## src/ntcc_pkg.sv

```systemverilog
// Shared types and constants for the number-to-character-cell formatter.
// No dependencies; used by every module under src.
package ntcc_pkg;

  localparam int TEXT_COLUMNS_DEF = 16;
  localparam int TEXT_LINES_DEF   = 4;
  localparam int CELL_LIMIT       = 16;
  localparam int QUEUE_DEPTH      = 2;
  localparam int DEC_DIGITS       = 10;

  // floor(x / 10) == (x * RECIP_TEN) >> RECIP_SHIFT for every 32-bit x
  localparam logic [31:0] RECIP_TEN   = 32'hCCCC_CCCD;
  localparam int          RECIP_SHIFT = 35;

  localparam logic [6:0] CHAR_ZERO  = 7'h30;
  localparam logic [6:0] CHAR_A     = 7'h41;
  localparam logic [6:0] CHAR_PLUS  = 7'h2B;
  localparam logic [6:0] CHAR_MINUS = 7'h2D;

  typedef enum logic [1:0] {
    OP_UDEC = 2'd0,
    OP_SDEC = 2'd1,
    OP_HEX  = 2'd2,
    OP_BIN  = 2'd3
  } op_t;

  typedef enum logic [1:0] {
    BK_IDLE,
    BK_CONV,
    BK_EMIT
  } back_state_t;

  typedef struct packed {
    op_t         op;
    logic [2:0]  text_line;
    logic [4:0]  start_column;
    logic [31:0] value;
    logic [5:0]  digit_count;
  } num_t;

  typedef struct packed {
    logic [2:0] cell_line;
    logic [4:0] cell_column;
    logic [6:0] char_code;
    logic       last_cell;
  } chr_t;

  // classified item waiting for the back end
  typedef struct packed {
    op_t         op;
    logic [2:0]  line;
    logic [4:0]  start;
    logic [31:0] mag;
    logic        neg;
    logic [5:0]  count;
    logic        skip0;     // first cell falls on column 0
    logic [4:0]  n_cells;   // cells to emit, 1..CELL_LIMIT
  } job_t;

  typedef struct packed {
    logic full;
    logic empty;
  } qstat_t;

endpackage

```

## src/ntcc_front.sv

```systemverilog
// Front end: takes number beats, drops off-grid items, works out the
// magnitude and the visible cell window. Depends on ntcc_pkg.
module ntcc_front #(
  parameter int TEXT_COLUMNS = ntcc_pkg::TEXT_COLUMNS_DEF,
  parameter int TEXT_LINES   = ntcc_pkg::TEXT_LINES_DEF
) (
  input  logic            num_valid,
  output logic            num_ready,
  input  ntcc_pkg::num_t  num,
  input  ntcc_pkg::qstat_t qs,
  output logic            push,
  output ntcc_pkg::job_t  job
);

  localparam logic [4:0] LINES = 5'(TEXT_LINES);
  localparam logic [7:0] COLS  = 8'(TEXT_COLUMNS);
  localparam logic [7:0] LIMIT = 8'(ntcc_pkg::CELL_LIMIT);

  logic       line_ok;
  logic       signed_op;
  logic [7:0] cells;
  logic [7:0] kmin;
  logic [7:0] kmax;
  logic [7:0] kcol;
  logic [7:0] span;
  logic       keep;

  always_comb begin
    signed_op = (num.op == ntcc_pkg::OP_SDEC);
    line_ok   = ({2'b00, num.text_line} >= 5'd1) && ({2'b00, num.text_line} <= LINES);
    cells     = {2'b00, num.digit_count} + {7'd0, signed_op};
    kmin      = (num.start_column == 5'd0) ? 8'd1 : 8'd0;
    kcol      = COLS - {3'b000, num.start_column};
    kmax      = ((cells - 8'd1) < kcol) ? (cells - 8'd1) : kcol;
    span      = kmax - kmin + 8'd1;
    keep      = line_ok && (cells != 8'd0) && ({3'b000, num.start_column} <= COLS) &&
                (kmax >= kmin);

    job.op      = num.op;
    job.line    = num.text_line;
    job.start   = num.start_column;
    job.neg     = signed_op && num.value[31];
    job.mag     = job.neg ? (~num.value + 32'd1) : num.value;
    job.count   = num.digit_count;
    job.skip0   = (num.start_column == 5'd0);
    job.n_cells = (span > LIMIT) ? LIMIT[4:0] : span[4:0];
  end

  assign num_ready = !qs.full;
  assign push      = num_valid && num_ready && keep;

endmodule

```

## config.mk

```make
export PLATFORM = sky130hd
export DESIGN_NAME = ntcc_front
export DESIGN_NICKNAME = d
export VERILOG_FILES = /design/src/ntcc_pkg.sv /design/src/ntcc_front.sv
export SDC_FILE = /design/constraint.sdc
export NUM_CORES = 1
export LEC_CHECK = 0
export ABC_AREA = 1
export BUFFER_PORTS_ARGS = -buffer_cell sky130_fd_sc_hd__buf_2
export CORE_ASPECT_RATIO = 1.75
export CORE_MARGIN = 2
export CORE_UTILIZATION = 30
export DETAILED_ROUTE_END_ITERATION = 10
export SLEW_MARGIN = 5
export SYNTH_ARGS = -nofsm -noshare
export SYNTH_HDL_FRONTEND = slang
export SYNTH_SLANG_ARGS = --single-unit
```

## constraint.sdc

```tcl
create_clock -name vclk -period 5.8
set_input_delay 0.58 -clock vclk [all_inputs]
set_output_delay 0.58 -clock vclk [all_outputs]
set_load 0.03 [all_outputs]
```

# After elaboration in Yosys (flattened, before gate mapping)

Cells that the tools add are included.
W data, S select, Z words.

$add $sub $neg: 6
$mul: 0
Divide/modulo/power cells: 0
Magnitude comparators: 6
Equality and inequality tests: 1
Shift operators: 0
Multiplexer cells: 4
Bitwise logic cells: 1
Reduce and logical (&&, ||, !) cells: 10

Operators with widths:

| operator                | count |
|---|---|
| $add A32 B1 Y32 const B | 1 |
| $mux W32                | 1 |
| $not A32 Y32            | 1 |
| $add A8 B1 Y8 const B   | 1 |
| $ge A8 B1 Y1            | 1 |
| $gt A8 B5 Y1 const B    | 1 |
| $lt A8 B8 Y1            | 1 |
| $mux W8                 | 1 |
| $reduce_bool A8 Y1      | 1 |
| $sub A7 B1 Y8 const B   | 1 |
| $sub A8 B1 Y8           | 1 |
| $add A6 B1 Y7           | 1 |
| $logic_and A1 B1 Y1     | 7 |
| $sub A5 B5 Y6 const A   | 1 |
| $le A5 B5 Y1 const B    | 1 |
| $logic_not A5 Y1        | 1 |
| $mux W5                 | 1 |
| $ge A3 B1 Y1 const B    | 1 |
| $le A3 B3 Y1 const B    | 1 |
| $eq A2 B1 Y1 const B    | 1 |
| $logic_not A1 Y1        | 1 |
| $mux W1                 | 1 |

Flip-flop bits (word level): 0
Latch bits: 0
Bits in writable memories: 0
Bits in read-only memories: 0
Bits of input ports: 51
Logic and storage cells: 28
Memories kept: 0

# Longest topological paths before layout

Gate-level depths: netlist of the first run.

Depth after elaboration: 9
Mapped depth: 34

# Worst setup path after synthesis of the first run

OpenSTA, ideal clock, no wires.

Path type: input to output
Start point: input port num[46] (netlist name)
End point: output port job[0] (netlist name)
Arrival: 4.538 ns
Required time: 5.220 ns
Setup slack: 0.682 ns
Stages: 28
Path through: inv_1 > nor2_1 > ha_1 > ha_1 > nor2_1 > inv_1 > nor2_1 > nand3_2 > nor2_1 > xor2_1 > ha_1 > a21oi_1 > o21a_1 > nand2_1 > o21ai_0 > ha_1 > ha_1 > inv_1 > ha_1 > nor2_1 > o21ai_0 > nand2_1 > nand2_1 > a21oi_1 > o21bai_1 > a21oi_1 > nand3_2 > nor2_1

RTL lines:

| what        | line             | text |
|---|---|---|
| from (decl) | ntcc_front.sv:9  | `input ntcc_pkg::num_t num,` |
| to (decl)   | ntcc_front.sv:12 | `output ntcc_pkg::job_t job` |

==> reports/qor.yml, run 1 <==
route:
  wl_um: 6160
  wl_per_cell_um: 11.3
  via_per_inst: 4.74
  vias: 2576
  ant_nets: 0
  route.detailed.drc: 0
  dr.pass1.iters: 4
  drt_iter0_markers: 45
timing:
  tightest_slew_ns: 0.469
  final.min_clock_period_ns: 5.34
  period_share_pct: 92.1
  rsz0062_at_grt: "no"
  setup_slack_ns: 0.458
  drv_slew: 0
  hold_viol_final: 0
  finalSetupTns_ns: 0
  slew_headroom_pct: 68.7
  setup_violations: 0
  fmax_ghz: 0.187
layout:
  n_clock_buffer: 0
  num_antenna_cells: 0
  nFlopsAndLatches: 0
  drive_above_1_share_pct: 31.6
  n_fill_cell: 769
  nets: 541
  regArea_um2: 0
  multi_input_area_um2: 1750
  syn_to_final_growth_pct: 26.4
pwr:
  p_leak_nw: 1.51
  p_sw_uw: 222
  seqPwrFrac_pct: 0
  cellPowerDensity_nw_per_um2: 126
  p_int_uw: 119
  peakVddDrop_mv: 0.0403
  p_clk_share_pct: 0
  sw_frac_of_total_pct: 65.1
  power_frac_comb_pct: 100.0
global_routing:
  grt_max_degree: 24
  grt_pass1_vias: 2493
  antenna_found_initial: 0
  grt-ovfl-total: 0
  grt_use_total_pct: 16.2
  grt_pass1_wl_um: 10200
floorplanning:
  start_util_pct: 31.1
  die-area_um2: 7820
  dieWidth_um: 67.7
  ios: 108
  core_um2: 6860
  rows: 40
  die_height_um: 115
placement:
  post-place-ws_ns: 0.181
  post-dp-hpwl_um: 5480
  io_buffers: 107
  place_congestion: 0.892
status:
  status: "complete, no violations"
setup_path:
  crit_arrival_ns: 4.76
  required_ns: 5.22
  cp_common_cell: "ha_1"
  worstSetupStartpoint: "num[47]"
  crit_fanout: 7
  slowest_delay_ns: 0.28
  crit_type: "primary input to output pin"
  cp_top_family: "simple AND/OR/NAND/NOR gates"
  cp-start-kind: "primary input"
  crit_buf_inv: 4
  slowest_stage: "ha_1"
  cp-end-kind: "output pin"
synth:
  yosys.area.top_type: "ha_1"
  synthTopCellsByArea: "ha_1, inv_1, nand2_1"
  synth_seq_area_share_pct: 0
  synthCells: 367
  syn_avg_cell_area_um2: 5.80
  yosysMostFrequentCell: "inv_1"
  syn_nets: 447
  synth_warnings: 0
  synthDistinctLibCells: 35
  synth_top_area_share_pct: 17.0
  synth_area_um2: 2130
  synthTopCellsByCount: "inv_1, nand2_1, nor2_1"
min_path:
  hold_path_class: "primary input to output pin"
  hp-start: "num[46]"
job:
  cap_violations: 0
cell type report:
class | count | area share [%]
inverter | 70 | 9.76
multi-input combinational | 277 | 64.9
timing repair buffer | 112 | 21.5
tap | 84 | 3.90
final timing paths:
path,to,slack [ns],depth (start not counted)
setup / recovery,job[2],0.46,31
hold / removal,job[53],1.42,2
metal layers:
metal	part of all wire, %	vias to the layer above	GRT usage [%]
li1	-	1331	-
met1	34	1128	15.2
met2	58	98	34.2
met3	4.9	19	1.07
met4	3.6	0	5.17
met5	0	-	0
timing repair:
item	in CTS	in global routing
gates resized for setup	0	14
setup endpoints to repair	0	5
hold buffers	0	0
setup buffers	0	3
cell families (layout without fill, tap and decap cells):
group                      count (synthesis)  count (layout)  share of synthesized area [%]
AOI/OAI and AO/OA                         31              31                           7.87
and+or+nand+nor                          180             180                           40.9
buffers and inverters                     90             182                           19.0
adders and majority gates                 29              29                           17.0
xor gates and xnor gates                  37              37                           15.2
stage by stage:
step | hold slack (ns) | power (mW) | instance area, um2 | util [%] | instances
finish | 1.42 | 0.340 | 2690 | 39.3 | 543
global route | 1.43 | 0.386 | 2690 | 39.3 | 543
CTS | 1.43 | 0.338 | 2640 | 38.6 | 540
detailed placement | 1.43 | 0.337 | 2640 | 38.6 | 540
global placement | 1.43 | 0.333 | 2640 | 38.6 | 540
floorplan | 1.28 | 0.248 | 2130 | - | 367
cells in the final DEF (no fill, tap or decap), drive strengths merged:
cell type	synthesis	routed
a21boi	1	1
a21oi	13	13
a31oi	1	1
buf	19	112
ha	29	29
inv	70	70
nand2	68	68
nand3	27	27
nand3b	1	1
nand4	15	15
nor2	51	51
nor3	10	10
nor4	2	2
o21a	1	1
o21ai	14	14
o21bai	1	1
or2	4	4
or3	2	2
xnor2	12	12
xor2	25	25
power by group through the flow:
| stage | clock (mW) | sequential (mW) | combinational [mW] |
|---|---|---|---|
| 6_report | 0 | 0 | 0.340 |
| 5_1_grt | 0 | 0 | 0.386 |
| 4_1_cts | 0 | 0 | 0.338 |
| 3_5_place_dp | 0 | 0 | 0.337 |
| 3_3_place_gp | 0 | 0 | 0.333 |
| 2_1_floorplan | 0 | 0 | 0.248 |
Note: power is estimated with default switching activity, not from simulation.
==> run 2: changes to the inputs <==
--- a/config.mk
+++ b/config.mk
@@ -11,6 +11,7 @@
 export CORE_MARGIN = 2
 export CORE_UTILIZATION = 30
 export DETAILED_ROUTE_END_ITERATION = 10
+export PLACE_DENSITY = 0.57
 export SLEW_MARGIN = 5
 export SYNTH_ARGS = -nofsm -noshare
 export SYNTH_HDL_FRONTEND = slang
==> reports/qor.yml, run 2 (same netlist as run 1, synthesis figures left out) <==
global_routing:
  gr-usage-met1_pct: 15.4
  met2_usage_pct: 36.0
  use_met3_pct: 1.17
  grt_use_total_pct: 16.6
  grt_max_degree: 24
  grt_pass1_wl_um: 10500
  grt.busiest_layer: "met2"
  antenna_found_initial: 0
  grt-ovfl-total: 0
  grt_pass1_vias: 2567
layout:
  layoutNonFillerInstCount: 540
  syn_to_final_growth_pct: 26.0
  regArea_um2: 0
  final_common_cell: "buf_2"
  nets: 538
  postLayoutCellArea_um2: 2680
  nFlopsAndLatches: 0
  final_util_pct: 39.1
  drive_above_1_share_pct: 32.0
  final_cell_mix: "buf_2, inv_1, nand2_1"
  n_clock_buffer: 0
  num_antenna_cells: 0
route:
  vias: 2548
  ant_nets: 0
  dr.pass1.iters: 4
  wl_per_cell_um: 11.3
  drt_iter0_markers: 62
  wl_um: 6080
  via_per_inst: 4.72
  route.detailed.drc: 0
floorplanning:
  start_util_pct: 31.1
  rows: 40
  core_um2: 6860
  die-area_um2: 7820
  ios: 108
  die_height_um: 115
  dieWidth_um: 67.7
setup_path:
  cp-start-kind: "primary input"
  path_depth: 31
  crit_fanout: 7
  crit_arrival_ns: 4.74
  slowest_stage: "ha_1"
  crit_buf_inv: 4
  critPathCapture: "job[1]"
  cp_top_family: "simple AND/OR/NAND/NOR gates"
  slowest_delay_ns: 0.28
  crit_type: "primary input to output pin"
  cp-end-kind: "output pin"
  required_ns: 5.22
  worstSetupStartpoint: "num[47]"
  cp_common_cell: "ha_1"
timing:
  hold_ws_ns: 1.43
  setup_violations: 0
  drv_slew: 0
  slew_headroom_pct: 37.0
  tightest_slew_ns: 0.945
  period_share_pct: 91.7
  final.min_clock_period_ns: 5.32
  hold_viol_final: 0
  setup_slack_ns: 0.482
  fmax_ghz: 0.188
  finalSetupTns_ns: 0
placement:
  place_congestion: 0.868
  dp.cells: 539
  post-place-ws_ns: 0.184
  io_buffers: 107
  post_dp_cell_area_um2: 2640
  post-dp-hpwl_um: 5530
pwr:
  cellPowerDensity_nw_per_um2: 127
  total_power_uw: 340
  p_leak_nw: 1.50
  power_frac_comb_pct: 100.0
  seqPwrFrac_pct: 0
  p_sw_uw: 222
  p_clk_share_pct: 0
  peakVddDrop_mv: 0.0432
  p_int_uw: 118
  sw_frac_of_total_pct: 65.3
min_path:
  hp-start: "num[5]"
  hold_path_class: "primary input to output pin"
job:
  cap_violations: 0
clocking:
  cts_hold_buf: 0
status:
  status: "complete, no violations"
-- run 2: worst min path at each step --
stage	depth (start not counted)	end	slack, ns
floorplan	1	num_ready	1.28
global placement	2	job[53]	1.43
detailed placement	2	job[11]	1.43
CTS	2	job[11]	1.43
global route	2	job[53]	1.43
finish	2	job[11]	1.43
-- run 2: metal layers --
layer / wire length, um / part of all wire, % / vias up
met5: 0 / 0 / -
li1: - / - / 1326
met2: 3650 / 60 / 86
met1: 1960 / 32 / 1124
met3: 295 / 4.9 / 12
met4: 161 / 2.6 / 0
-- run 2: cell type report --
type                       count  area (um2)
fill                         783        4170
timing repair buffer         109         553
inverter                      70         263
multi-input combinational    277        1760
tap                           84         105
-- run 2: power groups by stage --
stage | Sequential [mW] | Clock [mW] | Combinational [mW]
floorplan | 0 | 0 | 0.248
global placement | 0 | 0 | 0.334
detailed placement | 0 | 0 | 0.337
CTS | 0 | 0 | 0.338
global route | 0 | 0 | 0.388
finish | 0 | 0 | 0.340
-- run 2: repair_timing --
item / 4_1_cts / 5_1_grt
buffers inserted: 0 / 1
gates resized for setup: 0 / 16
setup endpoints to repair: 0 / 5
==> run 3: changes to the inputs <==
--- a/config.mk
+++ b/config.mk
@@ -11,8 +11,8 @@
 export CORE_MARGIN = 2
 export CORE_UTILIZATION = 30
 export DETAILED_ROUTE_END_ITERATION = 10
-export PLACE_DENSITY = 0.57
-export SLEW_MARGIN = 5
+export PLACE_DENSITY = 0.59
+export SLEW_MARGIN = 20
 export SYNTH_ARGS = -nofsm -noshare
 export SYNTH_HDL_FRONTEND = slang
 export SYNTH_SLANG_ARGS = --single-unit
==> constraint.sdc (replaced) <==
create_clock -name vclk -period 4.4
set_input_delay 0.44 -clock vclk [all_inputs]
set_output_delay 0.44 -clock vclk [all_outputs]
set_load 0.03 [all_outputs]
==> reports/qor.yml, run 3 (same netlist as run 1, synthesis figures left out) <==
timing:
  drv_slew: 0
  final.min_clock_period_ns: 4.63
  setup_slack_ns: -0.233
  fmax_ghz: 0.216
  tightest_slew_ns: 0.426
  period_share_pct: 105
  slew_headroom_pct: 71.6
  setup_violations: 5
  hold_viol_final: 0
  rsz0062_at_grt: "yes"
  finalSetupTns_ns: -1.01
route:
  wl_um: 6850
  route.detailed.drc: 0
  dr.pass1.iters: 6
  vias: 2763
  ant_nets: 0
  drt_iter0_markers: 49
  via_per_inst: 4.64
  wl_per_cell_um: 11.5
floorplanning:
  start_util_pct: 31.1
  rows: 40
  die_height_um: 115
  dieWidth_um: 67.7
  core_um2: 6860
  ios: 108
  die-area_um2: 7820
pwr:
  sw_frac_of_total_pct: 54.9
  power_frac_comb_pct: 100.0
  seqPwrFrac_pct: 0
  total_power_uw: 691
  p_clk_share_pct: 0
  p_leak_nw: 1.83
  cellPowerDensity_nw_per_um2: 196
  p_int_uw: 311
  p_sw_uw: 380
  peakVddDrop_mv: 0.0845
setup_path:
  crit_type: "primary input to output pin"
  crit_arrival_ns: 4.19
  cp-end-kind: "output pin"
  required_ns: 3.96
  crit_fanout: 7
  slowest_stage: "ha_1"
  slowest_delay_ns: 0.30
  cp-start-kind: "primary input"
job:
  cap_violations: 0
min_path:
  hold_path_class: "primary input to output pin"
placement:
  io_buffers: 107
  post-dp-hpwl_um: 5880
  place_congestion: 0.814
  dp.cells: 590
layout:
  regArea_um2: 0
  final_common_cell: "buf_2"
  final_cell_mix: "buf_2, inv_1, nand2_1"
  n_clock_buffer: 0
  final_util_pct: 51.4
  n_fill_cell: 711
  syn_to_final_growth_pct: 65.6
  nets: 593
  nFlopsAndLatches: 0
  multi_input_area_um2: 2110
  drive_above_1_share_pct: 49.5
  layoutNonFillerInstCount: 595
  num_antenna_cells: 0
global_routing:
  grt-ovfl-total: 0
  grt_use_total_pct: 16.9
  grt_pass1_wl_um: 10600
  antenna_found_initial: 0
  grt_max_degree: 24
  grt_pass1_vias: 2653
status:
  status: "finished with violations"
  violations: "negative setup slack"
clocking:
  cts_hold_buf: 0
run 3: changes by cell type in the layout (fill, tap and decap cells not counted), sizes merged:
cell,previous run,this run
buf,108,164
clkbuf,1,0
run 3: timing repair:
item / 4_1_cts / 5_1_grt
gates cloned: 0 / 0
pin swaps: 25 / 18
setup buffers: 4 / 1
setup endpoints to repair: 5 / 6
resized for setup: 38 / 41
run 3: per-stage QoR:
stage               setup slack [ns]  hold slack, ns  cell area, um2
detailed placement            -0.466            1.14            3150
global placement              -0.391            1.15            3150
global route                  -0.516            1.15            3530
finish                        -0.233            1.14            3530
CTS                           -0.224            1.14            3340
floorplan                    -0.0203           0.998            2260
run 3: path summary, 6_finish.rpt:
kind,from,endpoint,slack [ns],cells past startpoint
max,num[47],job[1],-0.23,29
min,num[47],job[54],1.14,2
run 3: layer usage:
metal	wire length (um)	vias to the layer above	global-route usage, %
met2	4090	93	37.5
met1	2320	1228	15.1
met3	251	12	0.388
li1	-	1430	-
met5	0	-	0
met4	193	0	4.49
run 3: cell type report:
cell class,instances,area share [%]
multi-input combinational,277,59.9
tap,84,2.98
inverter,70,8.02
timing repair buffer,164,29.1
run 3: power by group through the flow:
stage / logic (mW) / registers (mW) / clock network [mW]
3_3_place_gp: 0.598 / 0 / 0
5_1_grt: 0.754 / 0 / 0
2_1_floorplan: 0.375 / 0 / 0
3_5_place_dp: 0.606 / 0 / 0
4_1_cts: 0.661 / 0 / 0
6_report: 0.691 / 0 / 0
run 3: critical path: cells and delay by family:
family | cells | cell delay [ns]
simple gates | 12 | 1.25
fa+ha+maj | 4 | 0.85
compound gates | 5 | 0.72
buf+inv | 6 | 0.61
xor+xnor | 2 | 0.32
