`src/ntcc_pkg.sv`:
```
// Shared types and constants for the number-to-character-cell formatter.
// No dependencies; used by every module under src.
package ntcc_pkg;

  localparam int TEXT_COLUMNS_DEF = 16;
  localparam int TEXT_LINES_DEF   = 4;
  localparam int CELL_LIMIT       = 16;
  localparam int QUEUE_DEPTH      = 2;
  localparam int DEC_DIGITS       = 10;

  // floor(x / 10) == (x * RECIP_TEN) >> RECIP_SHIFT for every 32-bit x
  localparam logic [31:0] RECIP_TEN   = 32'hCCCC_CCCD;
  localparam int          RECIP_SHIFT = 35;

  localparam logic [6:0] CHAR_ZERO  = 7'h30;
  localparam logic [6:0] CHAR_A     = 7'h41;
  localparam logic [6:0] CHAR_PLUS  = 7'h2B;
  localparam logic [6:0] CHAR_MINUS = 7'h2D;

  typedef enum logic [1:0] {
    OP_UDEC = 2'd0,
    OP_SDEC = 2'd1,
    OP_HEX  = 2'd2,
    OP_BIN  = 2'd3
  } op_t;

  typedef enum logic [1:0] {
    BK_IDLE,
    BK_CONV,
    BK_EMIT
  } back_state_t;

  typedef struct packed {
    op_t         op;
    logic [2:0]  text_line;
    logic [4:0]  start_column;
    logic [31:0] value;
    logic [5:0]  digit_count;
  } num_t;

  typedef struct packed {
    logic [2:0] cell_line;
    logic [4:0] cell_column;
    logic [6:0] char_code;
    logic       last_cell;
  } chr_t;

  // classified item waiting for the back end
  typedef struct packed {
    op_t         op;
    logic [2:0]  line;
    logic [4:0]  start;
    logic [31:0] mag;
    logic        neg;
    logic [5:0]  count;
    logic        skip0;     // first cell falls on column 0
    logic [4:0]  n_cells;   // cells to emit, 1..CELL_LIMIT
  } job_t;

  typedef struct packed {
    logic full;
    logic empty;
  } qstat_t;

endpackage

```
`src/ntcc_queue.sv`:
```
// Short job queue between front and back ends.
// Depends on ntcc_pkg for the job and status types.
module ntcc_queue #(
  parameter int DEPTH = ntcc_pkg::QUEUE_DEPTH
) (
  input  logic             clk,
  input  logic             rst,
  input  logic             push,
  input  ntcc_pkg::job_t   wr_job,
  input  logic             pop,
  output ntcc_pkg::job_t   rd_job,
  output ntcc_pkg::qstat_t qs
);

  localparam int AW = (DEPTH > 1) ? $clog2(DEPTH) : 1;
  localparam logic [AW:0]   FULL_CNT = (AW + 1)'(DEPTH);
  localparam logic [AW-1:0] LAST_PTR = AW'(DEPTH - 1);

  ntcc_pkg::job_t slots [DEPTH];
  logic [AW-1:0]  wr_ptr;
  logic [AW-1:0]  rd_ptr;
  logic [AW:0]    count;

  always_ff @(posedge clk) begin
    if (rst) begin
      wr_ptr <= '0;
      rd_ptr <= '0;
      count  <= '0;
    end else begin
      if (push) begin
        wr_ptr <= (wr_ptr == LAST_PTR) ? '0 : wr_ptr + AW'(1);
      end
      if (pop) begin
        rd_ptr <= (rd_ptr == LAST_PTR) ? '0 : rd_ptr + AW'(1);
      end
      unique case ({push, pop})
        2'b10:   count <= count + (AW + 1)'(1);
        2'b01:   count <= count - (AW + 1)'(1);
        default: count <= count;
      endcase
    end
  end

  always_ff @(posedge clk) begin
    if (push) begin
      slots[wr_ptr] <= wr_job;
    end
  end

  assign rd_job   = slots[rd_ptr];
  assign qs.full  = (count == FULL_CNT);
  assign qs.empty = (count == '0);

`ifndef SYNTHESIS
  a_no_overflow: assert property (@(posedge clk) disable iff (rst) push |-> !qs.full)
    else $error("queue push while full");
  a_no_underflow: assert property (@(posedge clk) disable iff (rst) pop |-> !qs.empty)
    else $error("queue pop while empty");
  a_count_range: assert property (@(posedge clk) disable iff (rst) count <= FULL_CNT)
    else $error("queue count out of range");
`endif

endmodule

```
`config.mk`:
```
export PLATFORM = sky130hd
export DESIGN_NAME = ntcc_queue
export DESIGN_NICKNAME = d
export VERILOG_FILES = /design/src/ntcc_pkg.sv /design/src/ntcc_queue.sv
export SDC_FILE = /design/constraint.sdc
export NUM_CORES = 1
export LEC_CHECK = 0
export ABC_AREA = 1
export BUFFER_PORTS_ARGS = -buffer_cell sky130_fd_sc_hd__buf_2
export CAP_MARGIN = 20
export CORE_ASPECT_RATIO = 0.7
export CORE_MARGIN = 2
export CORE_UTILIZATION = 35
export CTS_BUF_LIST = sky130_fd_sc_hd__clkbuf_4 sky130_fd_sc_hd__clkbuf_8 sky130_fd_sc_hd__clkbuf_16
export DETAILED_ROUTE_END_ITERATION = 6
export GPL_TIMING_DRIVEN = 0
export HOLD_SLACK_MARGIN = 0.06
export PLACE_DENSITY_LB_ADDON = 0.25
export SYNTH_ARGS = -nofsm -noshare
export SYNTH_HDL_FRONTEND = slang
export SYNTH_SLANG_ARGS = --single-unit
```
`constraint.sdc`:
```
create_clock -name clk -period 3.2 [get_ports clk]
set_input_delay 0 -clock clk [delete_from_list [all_inputs] [get_ports clk]]
set_output_delay 0 -clock clk [all_outputs]
set_load 0.02 [all_outputs]
```
Word-level counts from Yosys, hierarchy flattened:

Memory sizes are Yosys's and may differ from the RTL's. A register that Yosys moved wholly into a read port is not among the register bits.
Cells that the tools add are included.

* memories: 1
* register bits: 4
* RAM bits: 110
* output and inout port bits: 57
* input bits: 59
* logic and storage cells: 20

Memory list
* slots: words 2, width 55, read ports 1, clocked after Yosys merged registers in 1, write ports 1, line ntcc_queue.sv:19 `ntcc_pkg::job_t slots [DEPTH];`

* add/subtract/negate cells: 4
* equality and inequality tests: 3
* multiplexer cells: 7
* reductions and logical operators: 2

Operators by type and width (number)
* two-way mux 1 bit: 6
* == test 2 bit, second input constant: 2
* case mux 2 bit (2 select lines): 1
* adder 1 bit, second input constant: 2
* adder 2 x 1 -> 2 bit, second input constant: 1
* == test 2 x 1 -> 1 bit, second input constant: 1
* zero test 2 bit: 1
* nonzero test 2 bit: 1
* subtractor 2 x 1 -> 2 bit, second input constant: 1

Longest topological paths before layout:

Gate-level depths: netlist (run 1).

* word-level depth: 4
* depth in mapped cells: 7
* mapped depth without buffers: 7

Worst setup path after synthesis (run 1):

Ideal clock, no wire load.

* path kind: reg-to-reg
* start: register wr_ptr
* end: memory slots[0][0] (netlist name) (enable)
* clock period less this slack: 3093 ps
* slack: 107 ps
* cell stages (with the launch flop): 2
* required time: 2731 ps
* library setup time: 469 ps
* arrival: 2624 ps
* buffers on the path: 0
* cells stage by stage: dfxtp_1 nor2_1

RTL lines
* start: declaration: line ntcc_queue.sv:20 `logic [AW-1:0] wr_ptr;`
* start signal: assignment: line ntcc_queue.sv:31 `wr_ptr <= (wr_ptr == LAST_PTR) ? '0 : wr_ptr + AW'(1);`
* end: declaration: line ntcc_queue.sv:19

Straight into the memory's write port.

==> results.md, run 1 <==
- Setup violations, final: 0
- Clock H-tree levels: 4
- Sequential area share after synthesis: 76.53%
- Root Driver: clkbuf_16
- Worst Tran Pin Value: 0.5045 ns
- Tot Pwr: 0.004191 W
- Via density: 4.290
- Register bit total from synthesis: 115
- Cell count after synthesis: 204
- DP Wirelength: 5264 microns
- PortBufs: 115
- Fin crit period: 1.566 ns
- Die Span Y: 98.31 microns
- Layout cell share with drive strength beyond 1: 51.57%
- Clock Path Buffers: 2
- Crit Path Max Fanout: 10
- Core Footprint: 12420 sq um
- Initial core utilization: 35.80%
- GPL Wtd Cong: 0.6888
- Critical Path AT: 1.57 ns
- Share of the synthesized area in the top cell type: 74.28%
- CP endpoint kind: primary output
- Relative slew slack: 66.29%
- Fin area: 6491 sq um
- Post-Syn Nets: 264
- Total of max-cap violations: 0
- CP Data Required Time: 3.20 ns
- Number of gates resized after cts: 0
- CTS buffer count: 17
- Total negative setup slack: 0 ns
- Nets: 460
- GRT Overall Usage: 12.37%
- Initial antenna violation count: 0
- Worst VDD drop: 0.0004067 V
- Via count: 2467
- Non-filler cells in the finished layout: 575
- Layout area overhead: 45.98%
- Clk_lat worst skew: 0.40 ns
- Setup Skew: 0.006604 ns
- First-pass GRT wire length: 12820 microns
- Crit path kind: register to primary output
- Average cell area after synthesis: 21.80 sq um
- PwrDens: 645.7 nW/um^2
- Largest area contributor in the netlist: edfxtp_1
- RSZ-0062 raised after global routing: no
- Max Clock Freq: 0.6384 GHz
- Worst hold path type: primary input to register
- Fin. Hold Viols: 0
- Yosys warning total: 0
- Routed WL: 8120 microns
- DIE WIDTH: 138.7 microns
- ANT cells: 0
- Clk pin slew, worst setup/hold paths: 0.05 ns
- Total Die Area: 13640 sq um
- Overflow after GRT: 0
- Largest net degree at the start of global routing: 38
- Critical path startpoint category: register
- # rows: 34
- Drt pass-1 iters: 4
- Period utilization: 48.95%
- Vias in the first global route: 2613
- # clock sinks: 115
- Antenna Violating Nets Remaining: 0
- Final Max Tran Viols: 0
- CTS tree: done
- Count of different cell masters after synthesis: 15
- Outcome: complete, no violations
- Synth top area cells: edfxtp_1, mux2_4, buf_12
- Leakage: 2.621 nW
- DRC errors left: 0
- Wirelength per Cell: 14.12 microns
- Drt initial violations: 118
- Top Ports: 116
- Synthesized area: 4447 sq um
- Placed insts: 484
- Placed cell areas: 5300 sq um
## placed cells by master (no fill, tap or decap)
cell type / instances
nor3_1: 1
buf_2: 115
clkbuf_4: 2
mux2_2: 5
xnor2_1: 1
clkinvlp_4: 2
nand2_1: 5
nand4_1: 1
mux2_4: 50
inv_2: 1
ha_1: 1
clkinv_4: 3
clkbuf_16: 17
nor2_1: 9
edfxtp_1: 110
buf_16: 1
inv_6: 1
a21oi_1: 1
dfxtp_1: 5
buf_6: 1
dlygate4sd3_1: 59
bufinv_16: 3
inv_1: 6
nor2_4: 1
clkinv_2: 4
o21ai_0: 1
buf_12: 7
## state kept, by name, summed over array words and instances (netlist names), named ones only
signal / flops
slots: 110
count: 2
rd_ptr: 1
wr_ptr: 1
## area by class of cell
cell class | count | area, sq um
buffer | 6 | 111.4
clock inverter | 13 | 160.2
multi-input combinational | 76 | 913.4
sequential | 115 | 3403
clock buffer | 19 | 440.4
inverter | 7 | 26.28
timing repair buffer | 177 | 1234
fill | 1041 | 5931
tap | 162 | 202.7
## critical path, cell delays in order, from the launching register on
cell     delay [ns]
dfxtp_1        0.32
buf_6          0.20
buf_12         0.18
mux2_4         0.31
buf_2          0.16
## where the power goes
group	switching, W	internal [W]	total, W
Sequential	0.0000220	0.00174	0.00176
Clock	0.000644	0.00124	0.00188
Combinational	0.000266	0.000278	0.000544
## path summary, 6_finish.rpt
check	from	endpoint	slack (ns)	cells past startpoint
worst max-delay path	register	rd_job[16]	1.63	4
worst min-delay path	wr_job[18]	slots[0][18]	0.32	2
worst max register to register	wr_ptr	slots[1][43]	1.72	3
worst min register to register	rd_ptr	rd_ptr	0.52	2
## cells in the mapped netlist
cell type and n:
a21oi_1 1, buf_12 5, buf_6 1, dfxtp_1 5, edfxtp_1 110, ha_1 1
inv_1 7, mux2_2 5, mux2_4 50, nand2_1 5, nand4_1 1, nor2_1 10
nor3_1 1, o21ai_0 1, xnor2_1 1
## routing by layer
layer | up-vias | track usage (%) | wire length [microns]
met4 | 0 | 4.429 | 66
met2 | 79 | 20.11 | 3816
met5 | - | 0 | 0
met3 | 5 | 4.806 | 420
li1 | 1184 | - | -
met1 | 1199 | 15.22 | 3817
## cells by family (layout without fill, tap and decap cells)
logic type	after synthesis	count (layout)	synth area share, %
buffers and inverters	13	222	3.095
adders and majority gates	1	1	0.2813
muxes	55	55	18.15
AOI/OAI and AO/OA	2	2	0.2249
xor gates and xnor gates	1	1	0.1970
and+or+nand+nor	17	17	1.520
DFF	115	115	76.53
## through the flow
| stage | util (%) | setup slack (ns) | hold WS (ns) |
|---|---|---|---|
| after floorplan | - | 0.1069 | 0.07238 |
| after global placement | 42.06 | -1.465 | 0.1881 |
| after detailed placement | 42.67 | 1.692 | 0.1913 |
| after CTS | 52.26 | 1.604 | 0.3016 |
| after global routing | 52.26 | 1.570 | 0.3119 |
| final | 52.26 | 1.634 | 0.3249 |
## timing repair
action                                 CTS  global route
endpoints found under the hold margin  115             0
buffers inserted                         0             0
hold buffers                            59             0
Power figures use the tool's default switching activity.
==> run 2, diff against run 1 <==
- ABC_AREA: 1 -> 0
- clock period: 3.2 -> 1.3 ns (I/O delays scaled with it)
==> results.md, run 2 <==
- NetSw: 0.002293 W
- Largest registers: slots: 110 flops, count: 2 flops
- GPL Wtd Cong: 0.6668
- Period utilization: 118.7%
- Initial antenna violation count: 0
- Sequential area share after synthesis: 81.61%
- Final Max Tran Viols: 0
- ANT cells: 0
- Yosys warning total: 0
- Largest area contributor in the netlist: edfxtp_1
- Fill cells: 943
- Clk pin slew, worst setup/hold paths: 0.05 ns
- CP Data Required Time: 1.30 ns
- Drt pass-1 iters: 4
- Worst hold path type: primary input to register
- Comb power frac: 14.9%
- CTS tree: done
- PwrDens: 1545 nW/um^2
- Clock Path Buffers: 2
- Largest net degree at the start of global routing: 29
- Total Die Area: 12820 sq um
- Layout cell share with drive strength beyond 1: 54.19%
- Average cell area after synthesis: 21.61 sq um
- Post-Syn Nets: 253
- Synthesized area: 4170 sq um
- Worst setup slack after layout: -0.2430 ns
- Vias in the first global route: 2598
- RSZ-0062 raised after global routing: yes
- Count of different cell masters after synthesis: 15
- Worst r2r path cells: 3
- Clk_lat worst skew: 0.40 ns
- Nets: 454
- Total negative setup slack: -11.44 ns
- Max reg flops: 110
- Overflow after GRT: 0
- Initial core utilization: 35.82%
- # clock sinks: 115
- Cell count after synthesis: 193
- DP Wirelength: 4881 microns
- Most frequent cells after synthesis: edfxtp_1, mux2_2, nor2_1
- Ys flop type: edfxtp_1
- Number of flops mapped to enable cells by yosys: 110
- Via count: 2428
- Critical path startpoint category: register
- Outcome: finished, violations left
- DIE WIDTH: 134.5 microns
- Fin. Hold Viols: 0
- Fin area: 6484 sq um
- Worst Tran Pin Value: 0.4195 ns
- Fin crit period: 1.543 ns
- Placed cell areas: 5001 sq um
- CP endpoint kind: primary output
- Largest Register: slots
- Wirelength per Cell: 14.96 microns
- Tot Pwr: 0.01002 W
- Most common cell in the netlist: edfxtp_1
- Die Span Y: 95.33 microns
- Synth top area cells: edfxtp_1, mux2_2, dfxtp_1
- Routed WL: 8422 microns
- Clock power share: 41.3%
- Placed insts: 467
- First-pass GRT wire length: 12990 microns
- Failing checks: setup timing
- Worst VDD drop: 0.0008116 V
- Register bit total from synthesis: 115
- Final Core Density: 55.68%
- # rows: 33
- Relative slew slack: 72.03%
- GRT Overall Usage: 13.68%
- Antenna Violating Nets Remaining: 0
- Critical Path AT: 1.54 ns
- Share of the synthesized area in the top cell type: 79.21%
- DRC errors left: 0
- Clock H-tree levels: 4
- PortBufs: 115
- Max Clock Freq: 0.6481 GHz
- Crit path kind: register to primary output
- Pint: 0.007724 W
- Leakage: 2.509 nW
- Setup Skew: 0.007574 ns
- Most common cell after layout, fill and taps aside: edfxtp_1
- Worst hold path depth: 2
- Setup violations, final: 55
- Non-filler cells in the finished layout: 563
- Core Footprint: 11640 sq um
- Crit Path Max Fanout: 10
- Root Driver: clkbuf_16
- Total of max-cap violations: 0
- Synth async-reset ratio: 0%
- Layout area overhead: 55.48%
- Sequential Power Share: 43.8%
- CTS buffer count: 17
- Top Ports: 116
- Switch share: 22.89%
- Most frequent cells in the layout: edfxtp_1, buf_2, dlygate4sd3_1
- Drt initial violations: 96
- Via density: 4.313
==> run 2: cell types whose count changed after synthesis, sizes merged, moves of 2 or more <==
cell	before	now
inv	7	1
nand2	5	0
xnor2	1	3
nor2	10	6
==> run 2: worst paths after layout <==
path | end | from | slack, ns
worst min-delay path | slots[1][18] | push | 0.24
worst max-delay path | rd_job[18] | register | -0.24
worst min register to register | count[1] | count[1] | 0.51
worst max register to register | wr_ptr | wr_ptr | 0.08
==> run 2: per-stage QoR <==
| stage | setup slack (ns) | hold slack [ns] |
|---|---|---|
| after floorplan | -0.2448 | 0.06497 |
| after global placement | -0.7691 | 0.1880 |
| after detailed placement | -0.1752 | 0.1916 |
| after CTS | -0.2726 | 0.2163 |
| after global routing | -0.2928 | 0.2387 |
| final | -0.2430 | 0.2361 |
==> run 2: power groups by stage <==
| stage | Clock (W) | Sequential [W] | Combinational [W] |
|---|---|---|---|
| after CTS | 0.00422 | 0.00439 | 0.00144 |
| after global placement | 0 | 0.00445 | 0.00106 |
| after floorplan | 0 | 0.00444 | 0.000683 |
| after detailed placement | 0 | 0.00445 | 0.00110 |
| final | 0.00413 | 0.00439 | 0.00150 |
| after global routing | 0.00438 | 0.00440 | 0.00160 |
==> run 2: final cells by class <==
class | instances | area (sq um) | area share [%]
plain buffers | 6 | 115.1 | 1.775
clock buffers | 19 | 440.4 | 6.793
clock inverters | 12 | 92.59 | 1.428
inverters | 1 | 3.754 | 0.05789
multi-input cells | 72 | 799.5 | 12.33
flip-flops and latches | 115 | 3408 | 52.57
well taps | 157 | 196.4 | 3.030
repair buffers | 181 | 1428 | 22.02
==> run 2: critical path: stages, from the launching register on <==
cell and delay (ns):
dfxtp_2 0.34, buf_12 0.16, buf_12 0.14, mux2_2 0.33, buf_2 0.16
==> run 2: repair_timing <==
action,4_1_cts,5_1_grt
pin swaps,2,0
gates cloned,3,0
hold buffers,58,0
hold endpoints to repair,115,0
setup endpoints to repair,154,56
buffers inserted,4,0
resized for setup,59,30
==> run 2: routing by layer <==
metal  vias up  GRT usage [%]  routed length, microns
li1       1165              -                       -
met1      1161          16.18                    3739
met2        93          22.62                    4021
met3         9          6.061                     599
met4         0          4.474                      61
met5         -              0                       0
==> run 2: kinds of logic after synthesis <==
family	after synthesis	synth area share [%]
buffers and inverters	7	1.110
XOR/XNOR	4	0.8402
multiplexers	55	14.85
AND/OR/NAND/NOR	9	1.050
AO/OA/AOI/OAI	2	0.2398
adder cells (fa/ha/maj)	1	0.3000
flip-flops	115	81.61
==> run 3, diff against run 2 <==
- CORE_ASPECT_RATIO: 0.7 -> 0.9
==> results.md, run 3 (synthesis results as in run 2) <==
- Outcome: finished, violations left
- Failing checks: setup timing
- Crit path kind: register to primary output
- ANT cells: 0
- Most common cell after layout, fill and taps aside: edfxtp_1
- Antenna Violating Nets Remaining: 0
- Total negative setup slack: -11.39 ns
- Setup Skew: 0.005415 ns
- # rows: 37
- Reg-to-reg startpoint: rd_ptr
- First-pass GRT wire length: 13060 microns
- Largest registers: slots: 110 flops, count: 2 flops
- Max reg flops: 110
- WHS: 0.2227 ns
- Leakage: 2.520 nW
- Die Span Y: 107.6 microns
- Worst VDD drop: 0.001225 V
- Layout area overhead: 55.48%
- Tot Pwr: 0.01021 W
- Via density: 4.306
- DIE WIDTH: 119.1 microns
- CP endpoint kind: primary output
- Clock Path Buffers: 2
- Nets: 456
- Drt pass-1 iters: 4
- Reg2Reg Setup Slack: 0.08 ns
- Initial antenna violation count: 0
- Critical path startpoint category: register
- Most frequent cells in the layout: edfxtp_1, buf_2, dlygate4sd3_1
- Max Clock Freq: 0.6482 GHz
- Hold Crit Start: push
- Worst hold path type: primary input to register
- Critical Path AT: 1.54 ns
- Worst setup slack after layout: -0.2427 ns
- DP Wirelength: 4672 microns
- CTS buffer count: 17
- Largest Register: slots
- Initial core utilization: 36.18%
- Worst Tran Pin Value: 0.4243 ns
- NetSw: 0.002259 W
- Total of max-cap violations: 0
- RSZ-0062 raised after global routing: yes
- Vias in the first global route: 2583
- Overflow after GRT: 0
- Crit-path slowest cell: dfxtp_2
- Relative slew slack: 71.65%
- Largest net degree at the start of global routing: 32
- CTS tree: done
- Pint: 0.007949 W
- Wirelength per Cell: 14.56 microns
- GRT Overall Usage: 13.77%
- Switch share: 22.13%
- Crit path top cell by count: buf_12
- Fin. Hold Viols: 0
- Clock power share: 42.8%
- Period utilization: 118.7%
- Sequential Power Share: 43.0%
- Max stage delay on crit path: 0.35 ns
- Top Ports: 116
- Crit Path Max Fanout: 10
- Total Die Area: 12810 sq um
- GPL Wtd Cong: 0.6484
- Clk pin slew, worst setup/hold paths: 0.05 ns
- Routed WL: 8228 microns
- PortBufs: 115
- Clock H-tree levels: 4
- DRC errors left: 0
- Layout cell share with drive strength beyond 1: 54.52%
- CP Data Required Time: 1.30 ns
- # clock sinks: 115
- Pre-CTS setup slack: -0.3345 ns
- Via count: 2433
- PwrDens: 1574 nW/um^2
- Clk_lat worst skew: 0.40 ns
- Comb power frac: 14.2%
- Root Driver: clkbuf_16
- Cells along the critical path: buf_12, buf_12, mux2_2, buf_2
- Setup violations, final: 55
- Fin crit period: 1.543 ns
- Core Footprint: 11530 sq um
- Drt initial violations: 76
- Final Max Tran Viols: 0
run 3: routing by layer:
| metal | share of wire [%] | GRT usage (%) | up-vias |
|---|---|---|---|
| met1 | 42 | 16.76 | 1162 |
| met3 | 6.6 | 5.456 | 10 |
| met2 | 50 | 21.84 | 87 |
| met5 | 0 | 0 | - |
| met4 | 1.5 | 5.867 | 0 |
| li1 | - | - | 1174 |
run 3: cell type report:
| cell class | count | area, sq um |
|---|---|---|
| Buffer | 6 | 115.1 |
| Clock buffer | 21 | 455.4 |
| Clock inverter | 11 | 112.6 |
| Fill cell | 923 | 5044 |
| Inverter | 1 | 3.754 |
| Multi-Input combinational cell | 73 | 805.8 |
| Sequential cell | 115 | 3406 |
| Tap cell | 156 | 195.2 |
| Timing Repair Buffer | 182 | 1390 |
run 3: path summary, 6_finish.rpt:
| path | end | cells past startpoint |
|---|---|---|
| min reg2reg | count[1] | 2 |
| min | slots[1][21] | 2 |
| max reg2reg | register | 3 |
| max | rd_job[37] | 4 |
run 3: worst max-delay path: cells and delay by family, from the launching register on:
family / cells / cell delay (ns)
buffers and inverters: 3 / 0.45
DFF: 1 / 0.35
muxes: 1 / 0.34
run 3: power by group through the flow:
stage | clock network, W | registers (W) | logic, W
6_report | 0.00437 | 0.00439 | 0.00145
2_1_floorplan | 0 | 0.00444 | 0.000683
5_1_grt | 0.00462 | 0.00441 | 0.00155
3_5_place_dp | 0 | 0.00445 | 0.00109
3_3_place_gp | 0 | 0.00445 | 0.00105
4_1_cts | 0.00451 | 0.00439 | 0.00142
run 3: through the flow:
stage          utilization, %  std cells  cell area, sq um
2_1_floorplan               -        193              4180
3_3_place_gp            42.95        464              4951
3_5_place_dp            43.30        466              4991
4_1_cts                 55.63        565              6412
5_1_grt                 56.25        565              6484
6_report                56.25        565              6484
run 3: repair_timing:
action / 4_1_cts / 5_1_grt
hold buffers: 59 / 0
hold endpoints to repair: 115 / 0
setup buffers: 4 / 0
gates resized for setup: 54 / 22
gates cloned: 4 / 0
pin swaps: 2 / 0
setup endpoints to repair: 165 / 55
